==> config.mk <==
export PLATFORM = sky130hd
export DESIGN_NAME = ufp_ctrl
export DESIGN_NICKNAME = d
export VERILOG_FILES = /design/src/rtl/ufp_pkg.sv /design/src/rtl/ufp_ctrl.sv
export SDC_FILE = /design/constraint.sdc
export NUM_CORES = 1
export LEC_CHECK = 0
export CORE_ASPECT_RATIO = 0.6
export CORE_MARGIN = 8
export CORE_UTILIZATION = 30
export CTS_BUF_LIST = sky130_fd_sc_hd__clkbuf_16
export DETAILED_ROUTE_END_ITERATION = 16
export DONT_BUFFER_PORTS = 1
export GPL_TIMING_DRIVEN = 0
export PLACE_DENSITY = 0.53
export SLEW_MARGIN = 40
export SYNTH_ARGS = -nofsm -noshare
export SYNTH_HDL_FRONTEND = slang
export SYNTH_SLANG_ARGS = --single-unit
==> constraint.sdc <==
create_clock -name clk -period 3.9 [get_ports clk]
set_clock_uncertainty 0.15 [all_clocks]
set_input_delay 0.195 -clock clk [delete_from_list [all_inputs] [get_ports clk]]
set_output_delay 0.195 -clock clk [all_outputs]
set_load 0.03 [all_outputs]
==> src/rtl/ufp_pkg.sv <==
// Constants, opcodes and result type of the flash programmer.
// No dependencies.
package ufp_pkg;

  localparam int STORE_BYTES  = 4096;
  localparam int PAGE_BYTES   = 256;
  localparam int SECTOR_BYTES = 65536;
  localparam int CHUNK_AW     = $clog2(STORE_BYTES);
  localparam int OFF_W        = CHUNK_AW + 1;
  localparam int PAGE_SHIFT   = $clog2(PAGE_BYTES);
  localparam int SECTOR_SHIFT = $clog2(SECTOR_BYTES);

  localparam logic [7:0] OP_WREN  = 8'h06;
  localparam logic [7:0] OP_RDSR  = 8'h05;
  localparam logic [7:0] OP_PROG  = 8'h02;
  localparam logic [7:0] OP_ERASE = 8'hD8;
  localparam logic [7:0] WIP_BIT  = 8'h01;
  localparam logic [7:0] BYTE_ACK = 8'h79;
  localparam logic [7:0] BYTE_NAK = 8'h6E;
  localparam logic [7:0] PAD_BYTE = 8'hFF;

  localparam logic [23:0] FLASH_BASE_RST = 24'h100000;
  localparam logic [24:0] MAX_IMAGE_RST  = 25'h0F00000;

  localparam logic DEST_SPI  = 1'b0;
  localparam logic DEST_HOST = 1'b1;

  localparam logic REQ_HOST  = 1'b0;
  localparam logic REQ_REPLY = 1'b1;

  localparam logic REG_FLASH_BASE = 1'b0;
  localparam logic REG_MAX_IMAGE  = 1'b1;

  typedef struct packed {
    logic       valid;
    logic       dest;
    logic [7:0] tx_byte;
    logic       select_before;
    logic       release_after;
    logic       session_done;
  } res_t;

endpackage

==> src/rtl/ufp_ctrl.sv <==
// Session sequencer: header, sector erase, chunk receive and page program.
// Depends on ufp_pkg; drives the chunk RAM ports.
module ufp_ctrl (
  input  logic                         clk,
  input  logic                         rst,
  input  logic                         acc,
  input  logic                         req_type,
  input  logic [7:0]                   data_byte,
  input  logic [23:0]                  flash_base,
  input  logic [24:0]                  max_image_bytes,
  output logic                         wr_en,
  output logic [ufp_pkg::CHUNK_AW-1:0] wr_addr,
  output logic [7:0]                   wr_data,
  output logic [ufp_pkg::CHUNK_AW-1:0] rd_addr,
  input  logic [7:0]                   rd_data,
  output ufp_pkg::res_t                res
);
  typedef enum logic [2:0] {PH_HEADER, PH_ERASE, PH_RECV, PH_PROG, PH_OVER} phase_t;
  localparam int OW = ufp_pkg::OFF_W;

  phase_t           phase, phase_next;
  logic [1:0]       hcnt, hcnt_next;
  logic [31:0]      isize, isize_next;
  logic [24:0]      bleft, bleft_next;
  logic [23:0]      waddr, waddr_next;
  logic [9:0]       sleft, sleft_next;
  logic [2:0]       step, step_next;
  logic [OW-1:0]    fill, fill_next;
  logic [OW-1:0]    clen, clen_next;
  logic [OW-1:0]    soff, soff_next;

  logic             prog;
  logic [23:0]      addr;
  logic [OW-1:0]    soff_inc;
  logic [OW:0]      padded;
  logic             page_end_cur;
  logic             page_end_inc;
  logic [7:0]       byte_cur;
  logic [7:0]       byte_inc;
  logic [OW-1:0]    fill_inc;
  logic [24:0]      bleft_sub;
  logic [9:0]       sectors;

  function automatic ufp_pkg::res_t mk(logic d, logic [7:0] b, logic s, logic r, logic f);
    ufp_pkg::res_t t;
    t.valid = 1'b1;
    t.dest = d;
    t.tx_byte = b;
    t.select_before = s;
    t.release_after = r;
    t.session_done = f;
    return t;
  endfunction

  function automatic logic [OW-1:0] chunk_len(logic [24:0] left);
    if (left < 25'(ufp_pkg::STORE_BYTES)) begin
      return left[OW-1:0];
    end
    return OW'(ufp_pkg::STORE_BYTES);
  endfunction

  assign prog = (phase == PH_PROG);
  assign addr = prog ? waddr + 24'(soff) : waddr;
  assign soff_inc = soff + OW'(1);
  assign padded = (((OW+1)'(clen) + (OW+1)'(ufp_pkg::PAGE_BYTES - 1)) >> ufp_pkg::PAGE_SHIFT)
                  << ufp_pkg::PAGE_SHIFT;
  assign page_end_cur = (soff[ufp_pkg::PAGE_SHIFT-1:0] == '1);
  assign page_end_inc = (soff_inc[ufp_pkg::PAGE_SHIFT-1:0] == '1);
  assign byte_cur = (soff < clen) ? rd_data : ufp_pkg::PAD_BYTE;
  assign byte_inc = (soff_inc < clen) ? rd_data : ufp_pkg::PAD_BYTE;
  assign rd_addr = (step == 3'd5) ? soff_inc[ufp_pkg::CHUNK_AW-1:0]
                                  : soff[ufp_pkg::CHUNK_AW-1:0];
  assign fill_inc = fill + OW'(1);
  assign bleft_sub = bleft - 25'(clen);

  always_comb begin
    phase_next = phase;
    hcnt_next = hcnt;
    isize_next = isize;
    bleft_next = bleft;
    waddr_next = waddr;
    sleft_next = sleft;
    step_next = step;
    fill_next = fill;
    clen_next = clen;
    soff_next = soff;
    res = '0;
    wr_en = 1'b0;
    wr_addr = fill[ufp_pkg::CHUNK_AW-1:0];
    wr_data = data_byte;
    sectors = '0;
    if (acc) begin
      case (phase)
        PH_HEADER: begin
          if (req_type == ufp_pkg::REQ_HOST) begin
            isize_next = isize | (32'(data_byte) << {hcnt, 3'b000});
            hcnt_next = hcnt + 2'd1;
            sectors = 10'(isize_next[24:ufp_pkg::SECTOR_SHIFT])
                      + 10'(|isize_next[ufp_pkg::SECTOR_SHIFT-1:0]);
            if (hcnt == 2'd3) begin
              if (isize_next == 32'd0 || isize_next > 32'(max_image_bytes)) begin
                phase_next = PH_OVER;
                res = mk(ufp_pkg::DEST_HOST, ufp_pkg::BYTE_NAK, 1'b0, 1'b0, 1'b1);
              end else begin
                bleft_next = isize_next[24:0];
                sleft_next = sectors;
                waddr_next = flash_base;
                phase_next = PH_ERASE;
                step_next = 3'd0;
                res = mk(ufp_pkg::DEST_SPI, ufp_pkg::OP_WREN, 1'b1, 1'b1, 1'b0);
              end
            end
          end
        end
        PH_RECV: begin
          if (req_type == ufp_pkg::REQ_HOST) begin
            wr_en = 1'b1;
            fill_next = fill_inc;
            if (fill_inc >= clen) begin
              soff_next = '0;
              phase_next = PH_PROG;
              step_next = 3'd0;
              res = mk(ufp_pkg::DEST_SPI, ufp_pkg::OP_WREN, 1'b1, 1'b1, 1'b0);
            end
          end
        end
        PH_ERASE, PH_PROG: begin
          if (req_type == ufp_pkg::REQ_REPLY) begin
            case (step)
              3'd0: begin
                step_next = 3'd1;
                res = mk(ufp_pkg::DEST_SPI, prog ? ufp_pkg::OP_PROG : ufp_pkg::OP_ERASE,
                         1'b1, 1'b0, 1'b0);
              end
              3'd1: begin
                step_next = 3'd2;
                res = mk(ufp_pkg::DEST_SPI, addr[23:16], 1'b0, 1'b0, 1'b0);
              end
              3'd2: begin
                step_next = 3'd3;
                res = mk(ufp_pkg::DEST_SPI, addr[15:8], 1'b0, 1'b0, 1'b0);
              end
              3'd3: begin
                step_next = 3'd4;
                res = mk(ufp_pkg::DEST_SPI, addr[7:0], 1'b0, !prog, 1'b0);
              end
              3'd4: begin
                if (prog) begin
                  step_next = 3'd5;
                  res = mk(ufp_pkg::DEST_SPI, byte_cur, 1'b0, page_end_cur, 1'b0);
                end else begin
                  step_next = 3'd6;
                  res = mk(ufp_pkg::DEST_SPI, ufp_pkg::OP_RDSR, 1'b1, 1'b0, 1'b0);
                end
              end
              3'd5: begin
                if (page_end_cur) begin
                  step_next = 3'd6;
                  res = mk(ufp_pkg::DEST_SPI, ufp_pkg::OP_RDSR, 1'b1, 1'b0, 1'b0);
                end else begin
                  soff_next = soff_inc;
                  res = mk(ufp_pkg::DEST_SPI, byte_inc, 1'b0, page_end_inc, 1'b0);
                end
              end
              3'd6: begin
                step_next = 3'd7;
                res = mk(ufp_pkg::DEST_SPI, ufp_pkg::PAD_BYTE, 1'b0, 1'b1, 1'b0);
              end
              default: begin
                if ((data_byte & ufp_pkg::WIP_BIT) != 8'd0) begin
                  step_next = 3'd6;
                  res = mk(ufp_pkg::DEST_SPI, ufp_pkg::OP_RDSR, 1'b1, 1'b0, 1'b0);
                end else begin
                  step_next = 3'd0;
                  if (!prog) begin
                    waddr_next = waddr + 24'(ufp_pkg::SECTOR_BYTES);
                    sleft_next = (sleft != 10'd0) ? sleft - 10'd1 : sleft;
                    if (sleft_next == 10'd0) begin
                      waddr_next = flash_base;
                      phase_next = PH_RECV;
                      fill_next = '0;
                      clen_next = chunk_len(bleft);
                      res = mk(ufp_pkg::DEST_HOST, ufp_pkg::BYTE_ACK, 1'b0, 1'b0, 1'b0);
                    end else begin
                      res = mk(ufp_pkg::DEST_SPI, ufp_pkg::OP_WREN, 1'b1, 1'b1, 1'b0);
                    end
                  end else if ((OW+1)'(soff_inc) >= padded) begin
                    waddr_next = waddr + 24'(padded);
                    bleft_next = bleft_sub;
                    if (bleft_sub == 25'd0) begin
                      phase_next = PH_OVER;
                      res = mk(ufp_pkg::DEST_HOST, ufp_pkg::BYTE_ACK, 1'b0, 1'b0, 1'b1);
                    end else begin
                      phase_next = PH_RECV;
                      fill_next = '0;
                      clen_next = chunk_len(bleft_sub);
                      res = mk(ufp_pkg::DEST_HOST, ufp_pkg::BYTE_ACK, 1'b0, 1'b0, 1'b0);
                    end
                  end else begin
                    soff_next = soff_inc;
                    res = mk(ufp_pkg::DEST_SPI, ufp_pkg::OP_WREN, 1'b1, 1'b1, 1'b0);
                  end
                end
              end
            endcase
          end
        end
        default: begin
        end
      endcase
    end
  end

  always_ff @(posedge clk) begin
    if (rst) begin
      phase <= PH_HEADER;
      hcnt <= '0;
      isize <= '0;
      bleft <= '0;
      waddr <= '0;
      sleft <= '0;
      step <= '0;
      fill <= '0;
      clen <= '0;
      soff <= '0;
    end else begin
      phase <= phase_next;
      hcnt <= hcnt_next;
      isize <= isize_next;
      bleft <= bleft_next;
      waddr <= waddr_next;
      sleft <= sleft_next;
      step <= step_next;
      fill <= fill_next;
      clen <= clen_next;
      soff <= soff_next;
    end
  end
endmodule

==> results of run 1 <==
## path summary, 6_finish.rpt
path	to	slack, ns	depth (start not counted)
setup / recovery	res[6]	-0.44	10
hold / removal	soff[2]	0.03	4
setup reg to reg	soff[10]	-0.19	16
hold reg to reg	isize[26]	0.33	2
## where the power goes
part	switching (mW)	internal [mW]
Combinational	0.278	0.163
Clock	0.742	0.940
Sequential	0.0158	1.41
## metal layers
| layer | vias to the layer above | part of all wire | GRT usage |
|---|---|---|---|
| met4 | 0 | 0.022 | 0.0576 |
| met5 | - | 0 | 0 |
| met2 | 698 | 0.40 | 0.292 |
| met1 | 6690 | 0.48 | 0.318 |
| met3 | 74 | 0.10 | 0.0547 |
| li1 | 6387 | - | - |
## layout by cell type (no fill, tap or decap), types with 9 or more instances in the layout
cell	synthesis	layout
inv_1	106	96
nand4_1	27	27
or3_1	18	15
nor2b_1	25	24
inv_2	0	10
a21oi_4	0	12
a31oi_1	12	9
o21a_1	17	13
nand3_1	40	35
dlygate4sd3_1	0	31
clkbuf_16	0	17
dfxtp_1	138	114
o22ai_1	13	11
nand2_1	156	148
nor4_1	22	15
a21oi_1	144	119
a211oi_1	14	11
buf_4	20	95
buf_6	4	10
xor2_1	31	27
xnor2_1	45	35
clkbuf_1	65	49
ha_1	109	91
a21oi_2	0	13
a22o_1	18	18
o211ai_1	19	19
dfxtp_2	0	12
and3_1	24	19
nor3_1	81	72
a21o_1	21	19
nand2b_1	22	21
dfxtp_4	0	12
ha_4	0	16
nor2_1	167	157
mux2i_1	26	24
o21ai_0	101	83
## what timing repair did
action                                  in CTS  in global routing
gates resized for setup                    206                123
gates cloned                                 0                  0
endpoints found under the setup margin     117                114
setup buffers                               56                 20
pin swaps                                   56                 31
hold endpoints to repair                    58                  0
hold buffers                                31                  0
## synthesized netlist by cell type (all sizes together) (6+ instances only)
| cell type | number | area share |
|---|---|---|
| nor2 | 168 | 0.051 |
| nand2 | 156 | 0.047 |
| a21oi | 144 | 0.058 |
| dfxtp | 138 | 0.22 |
| ha | 109 | 0.11 |
| inv | 106 | 0.032 |
| o21ai | 105 | 0.043 |
| nor3 | 84 | 0.036 |
| clkbuf | 65 | 0.020 |
| buf | 45 | 0.024 |
| xnor2 | 45 | 0.032 |
| nand3 | 40 | 0.016 |
| xor2 | 31 | 0.022 |
| nand4 | 27 | 0.014 |
| mux2i | 26 | 0.021 |
| nor2b | 25 | 0.013 |
| and3 | 24 | 0.012 |
| nor4 | 23 | 0.013 |
| nand2b | 22 | 0.011 |
| a21o | 21 | 0.013 |
| o211ai | 20 | 0.013 |
| a22o | 18 | 0.013 |
| or3 | 18 | 0.0091 |
| a211oi | 17 | 0.012 |
| o21a | 17 | 0.010 |
| o22ai | 13 | 0.0066 |
| a31oi | 12 | 0.0061 |
| o31ai | 12 | 0.0077 |
| or2 | 11 | 0.0056 |
| a31o | 9 | 0.0064 |
| and2 | 9 | 0.0045 |
| or4 | 9 | 0.0058 |
| a221oi | 7 | 0.0049 |
| o41ai | 7 | 0.0062 |
| a2111oi | 6 | 0.0049 |
| a41oi | 6 | 0.0042 |
## critical path: stages, from the launching register on
cell	delay, ns
dfxtp_1	0.35
clkbuf_1	0.30
nand3b_1	0.45
clkbuf_1	0.64
nor2_1	0.13
a21oi_1	0.18
nor2_2	0.11
a22oi_1	0.34
o211ai_1	0.19
a211oi_1	0.63
o21ai_4	0.21
## cell families (layout without fill, tap and decap cells)
logic type,after synthesis,in the layout,share of synthesized area
adder cells (fa/ha/maj),112,112,0.115
buffers and inverters,216,351,0.0755
flip-flops,138,138,0.223
AND/OR/NAND/NOR,632,632,0.248
multiplexers,27,27,0.0219
other,0,1,0
XOR/XNOR,76,76,0.0537
AO/OA/AOI/OAI,488,488,0.263
## cell type report
type,instances,area [sq um]
fill,4119,24600
multi-input combinational,1335,10000
sequential,138,2820
timing repair buffer,108,928
tap,531,664
buffer,105,597
clock buffer,17,425
inverter,106,400
clock inverter,15,150
antenna,1,2.50
## flip-flops by register name (all words and copies together) (netlist names)
name	cells
bleft	25
clen	13
fill	13
hcnt	2
isize	32
phase	3
sleft	10
soff	13
step	3
waddr	24
## stage by stage
| stage | power [mW] | setup slack (ns) | hold slack [ns] |
|---|---|---|---|
| floorplan | 1.71 | -0.214 | 0.183 |
| global placement | 1.81 | -1.25 | 0.189 |
| detailed placement | 1.82 | -1.21 | 0.196 |
| CTS | 3.56 | -0.249 | 0.00409 |
| global route | 3.67 | -0.454 | 0.0521 |
| finish | 3.55 | -0.435 | 0.0314 |
==> flow_summary.ini, run 1 <==
[route]
first_pass_iters = 6
ant_nets = 0
wirelength_um = 54400
drtIter0Drc = 1810
drc = 0
via_per_inst = 5.88
via_count = 13800
wl_per_cell_um = 23.1

[finish]
synthToLayoutAreaGrowth_pct = 29.2
final_area_sq_um = 16000
finish.utilization = 0.395
nets = 1992
stdcell_count = 2356
drive_gt1_frac = 0.212

[min_path]
hold_path.class = in -> reg
worstHoldStart = acc

[power_and_ir_drop]
vdd_drop_max_mv = 0.266
p_per_area_nw_per_um2 = 222
p_leak_nw = 6.45

[synthesis]
synth_enable_flop_cells = 0
netlist_area_sq_um = 12400
async_reset_ff_frac = 0
synth_seq_area_share = 0.223
syn_nets = 1870
yosysWarnings = 0
synth_ff_type = dfxtp_1
ys_ff_latch = 138
yosysUniqueCellTypes = 90
syn_inst = 1689
syn_avg_cell_area_sq_um = 7.34

[cts]
cts_buffers = 17
max-clock-path-buffers = 2
h-tree-depth = 4
clock_sinks = 138
cts_root_buffer = clkbuf_16
clk_pin_slew_worst_paths_ns = 0.07
cts_tree = done
clk_latency_ns = 0.46

[floorplan]
core_area_sq_um = 40600
rows = 57
fp.dieH_um = 173
die_area_sq_um = 48300
die_width_um = 278
io_pins = 115
initial_core_util = 0.306

[placement]
portBuffers = 0
dp_hpwl_um = 40300
place_area_sq_um = 13100
place.gp.congestion = 0.996
dp_cells = 2221

[critical_path]
r2r_start = clen[7]
crit_path_start = phase[1]
cp.arrival_ns = 3.99
cp.required_ns = 3.56
cp-start-kind = register
end_kind = output port
timing.critical_path.fanout_max = 10
crit_type = reg -> out

[timing]
hold_viol_final = 0
rsz0062_at_grt = yes
setup_slack_ns = -0.435
fin_crit_ns = 4.34
maxSlewHeadroom = 0.400
fin_setup_tns_ns = -6.95
setup_violations = 70
tightest_slew_ns = 0.900
fmaxAchievable_ghz = 0.231
finalCritPeriodShare = 1.11
slew_violations = 0

[outcome]
status = finished, violations left
violations = negative setup slack

[grt]
gr-total-overflow = 0
antenna_found_initial = 1
grt_pass1_wl_um = 79600
grt_max_degree = 17
grt_pass1_vias = 12800
track_usage = 0.213

[job]
drv_cap = 0
No activity file was read; power rests on OpenSTA's default activity.
==> inputs of run 2 (changes only) <==
- RECOVER_POWER: not set -> 50
==> run 2 against run 1 <==
Compared with the run above:
- largest cell class unchanged
- clock power about the same
- flip-flop and latch count unchanged
- combinational power decreased by 2%
- the run still ends with negative setup slack left
- sequential share of layout area increased by 0.072 points
- critical path type unchanged
==> flow_summary.ini, run 2 (synthesis gave the netlist of run 1 again) <==
[outcome]
status = finished, violations left
violations = negative setup slack

[placement]
dp_hpwl_um = 40300
dp_worst_setup_slack_ns = -1.21
portBuffers = 0
place.gp.congestion = 0.996
place_area_sq_um = 13100

[grt]
gr-total-overflow = 0
antenna_found_initial = 1
grt_max_degree = 17
grt_pass1_wl_um = 79600
grt_pass1_vias = 12800
track_usage = 0.213

[finish]
nets = 1992
synthToLayoutAreaGrowth_pct = 28.7
largest_reg_flops = 32
reg_top3 = isize x32, bleft x25, waddr x24
final_common_cell = nor2_1
drive_gt1_frac = 0.201
layout_common_cells = nor2_1 (157), nand2_1 (148), a21oi_1 (119)
top_register = isize
fill_cells = 4132
final_area_sq_um = 16000

[cts]
cts_buffers = 17
h-tree-depth = 4
cts_root_buffer = clkbuf_16
cts_tree = done
max-clock-path-buffers = 2
clock_sinks = 138
clk_latency_ns = 0.46
clk_pin_slew_worst_paths_ns = 0.08

[job]
drv_cap = 0

[timing]
tightest_slew_ns = 0.972
finalCritPeriodShare = 1.10
fmaxAchievable_ghz = 0.234
setup_slack_ns = -0.371
setup_violations = 71
slew_violations = 0
hold_viol_final = 0
rsz0062_at_grt = yes
maxSlewHeadroom = 0.345
fin_crit_ns = 4.27

[power_and_ir_drop]
p_leak_nw = 6.37
vdd_drop_max_mv = 0.266
p_per_area_nw_per_um2 = 223
p_total_mw = 3.55

[route]
drc = 0
wirelength_um = 54400
ant_nets = 0
wl_per_cell_um = 23.1
via_per_inst = 5.88
via_count = 13900
drtIter0Drc = 1772
first_pass_iters = 7

[critical_path]
ff2ff_setup_slack_ns = -0.20
rr_endpoint = soff[10]
crit_path_start = phase[1]
cp.arrival_ns = 3.93
end_kind = output port
crit_end = res[6]
cp.required_ns = 3.56
r2r_start = clen[7]
cp-start-kind = register
crit_type = reg -> out
ff2ff_path_depth = 14
timing.critical_path.fanout_max = 10

[floorplan]
io_pins = 115
core_area_sq_um = 40600
initial_core_util = 0.306
die_width_um = 278
die_area_sq_um = 48300
rows = 57
fp.dieH_um = 173

[min_path]
hold_path.class = in -> reg
[run 2: changes by cell type in the layout (fill, tap and decap cells not counted)]
cell,previous run,this run
and2_0,0,2
buf_4,95,76
o21ai_0,83,84
o21ai_1,8,7
clkbuf_1,49,70
dfxtp_2,12,11
dfxtp_1,114,115
buf_1,5,3
and2_1,7,5
[run 2: worst max-delay path: stages, from the launching register on]
cell and delay (ns):
dfxtp_1 0.35, clkbuf_1 0.29, nand3b_1 0.43, clkbuf_1 0.64, nor2_1 0.12, a21oi_1 0.18
nor2_2 0.12, a22oi_1 0.34, o211ai_1 0.19, a211oi_1 0.60, o21ai_4 0.21
[run 2: worst min-delay path by stage]
| stage | startpoint | end | cells past startpoint |
|---|---|---|---|
| after floorplan | data_byte[1] | isize[25] | 2 |
| after detailed placement | data_byte[2] | isize[26] | 2 |
| final | acc | soff[2] | 4 |
| after global placement | data_byte[1] | isize[25] | 2 |
| after CTS | acc | soff[2] | 4 |
| after global routing | flash_base[17] | waddr[17] | 3 |
[run 2: power breakdown]
group / internal [mW] / total [mW] / switching (mW) / leakage (nW)
sequential: 1.41 / 1.43 / 0.0158 / 1.13
combinational: 0.155 / 0.433 / 0.278 / 4.97
clock: 0.940 / 1.69 / 0.748 / 0.271
[run 2: what timing repair did]
action,in CTS,in global routing
hold buffers,31,0
resized for setup,206,123
setup buffers,56,20
pin swaps,56,31
endpoints found under the setup margin,117,114
endpoints found under the hold margin,58,0
cloned,0,0
[run 2: final cells by class]
class | instances | area (sq um) | area share
Multi-Input combinational cell | 1335 | 10000 | 0.629
Sequential cell | 138 | 2820 | 0.177
Timing Repair Buffer | 108 | 928 | 0.0582
Tap cell | 531 | 664 | 0.0417
Buffer | 105 | 526 | 0.0329
Clock buffer | 17 | 425 | 0.0267
Inverter | 106 | 400 | 0.0251
Clock inverter | 15 | 150 | 0.00941
Antenna cell | 1 | 2.50 | 0.000157
[run 2: metal layers]
layer	up-vias	GRT usage	wire length, um
met5	-	0	0
li1	6390	-	-
met3	93	0.0547	5660
met1	6674	0.318	25700
met4	0	0.0576	1260
met2	702	0.292	21800
[run 2: stage by stage]
| step | hold WS [ns] | utilization | instances | setup TNS, ns |
|---|---|---|---|---|
| 2_1_floorplan | 0.183 | - | 1689 | -0.721 |
| 5_1_grt | 0.0521 | 0.393 | 2356 | -20.45 |
| 3_3_place_gp | 0.189 | 0.322 | 2220 | -100.42 |
| 3_5_place_dp | 0.196 | 0.323 | 2221 | -106.62 |
| 4_1_cts | 0.00409 | 0.377 | 2336 | -3.41 |
| 6_report | 0.0262 | 0.393 | 2356 | -7.82 |
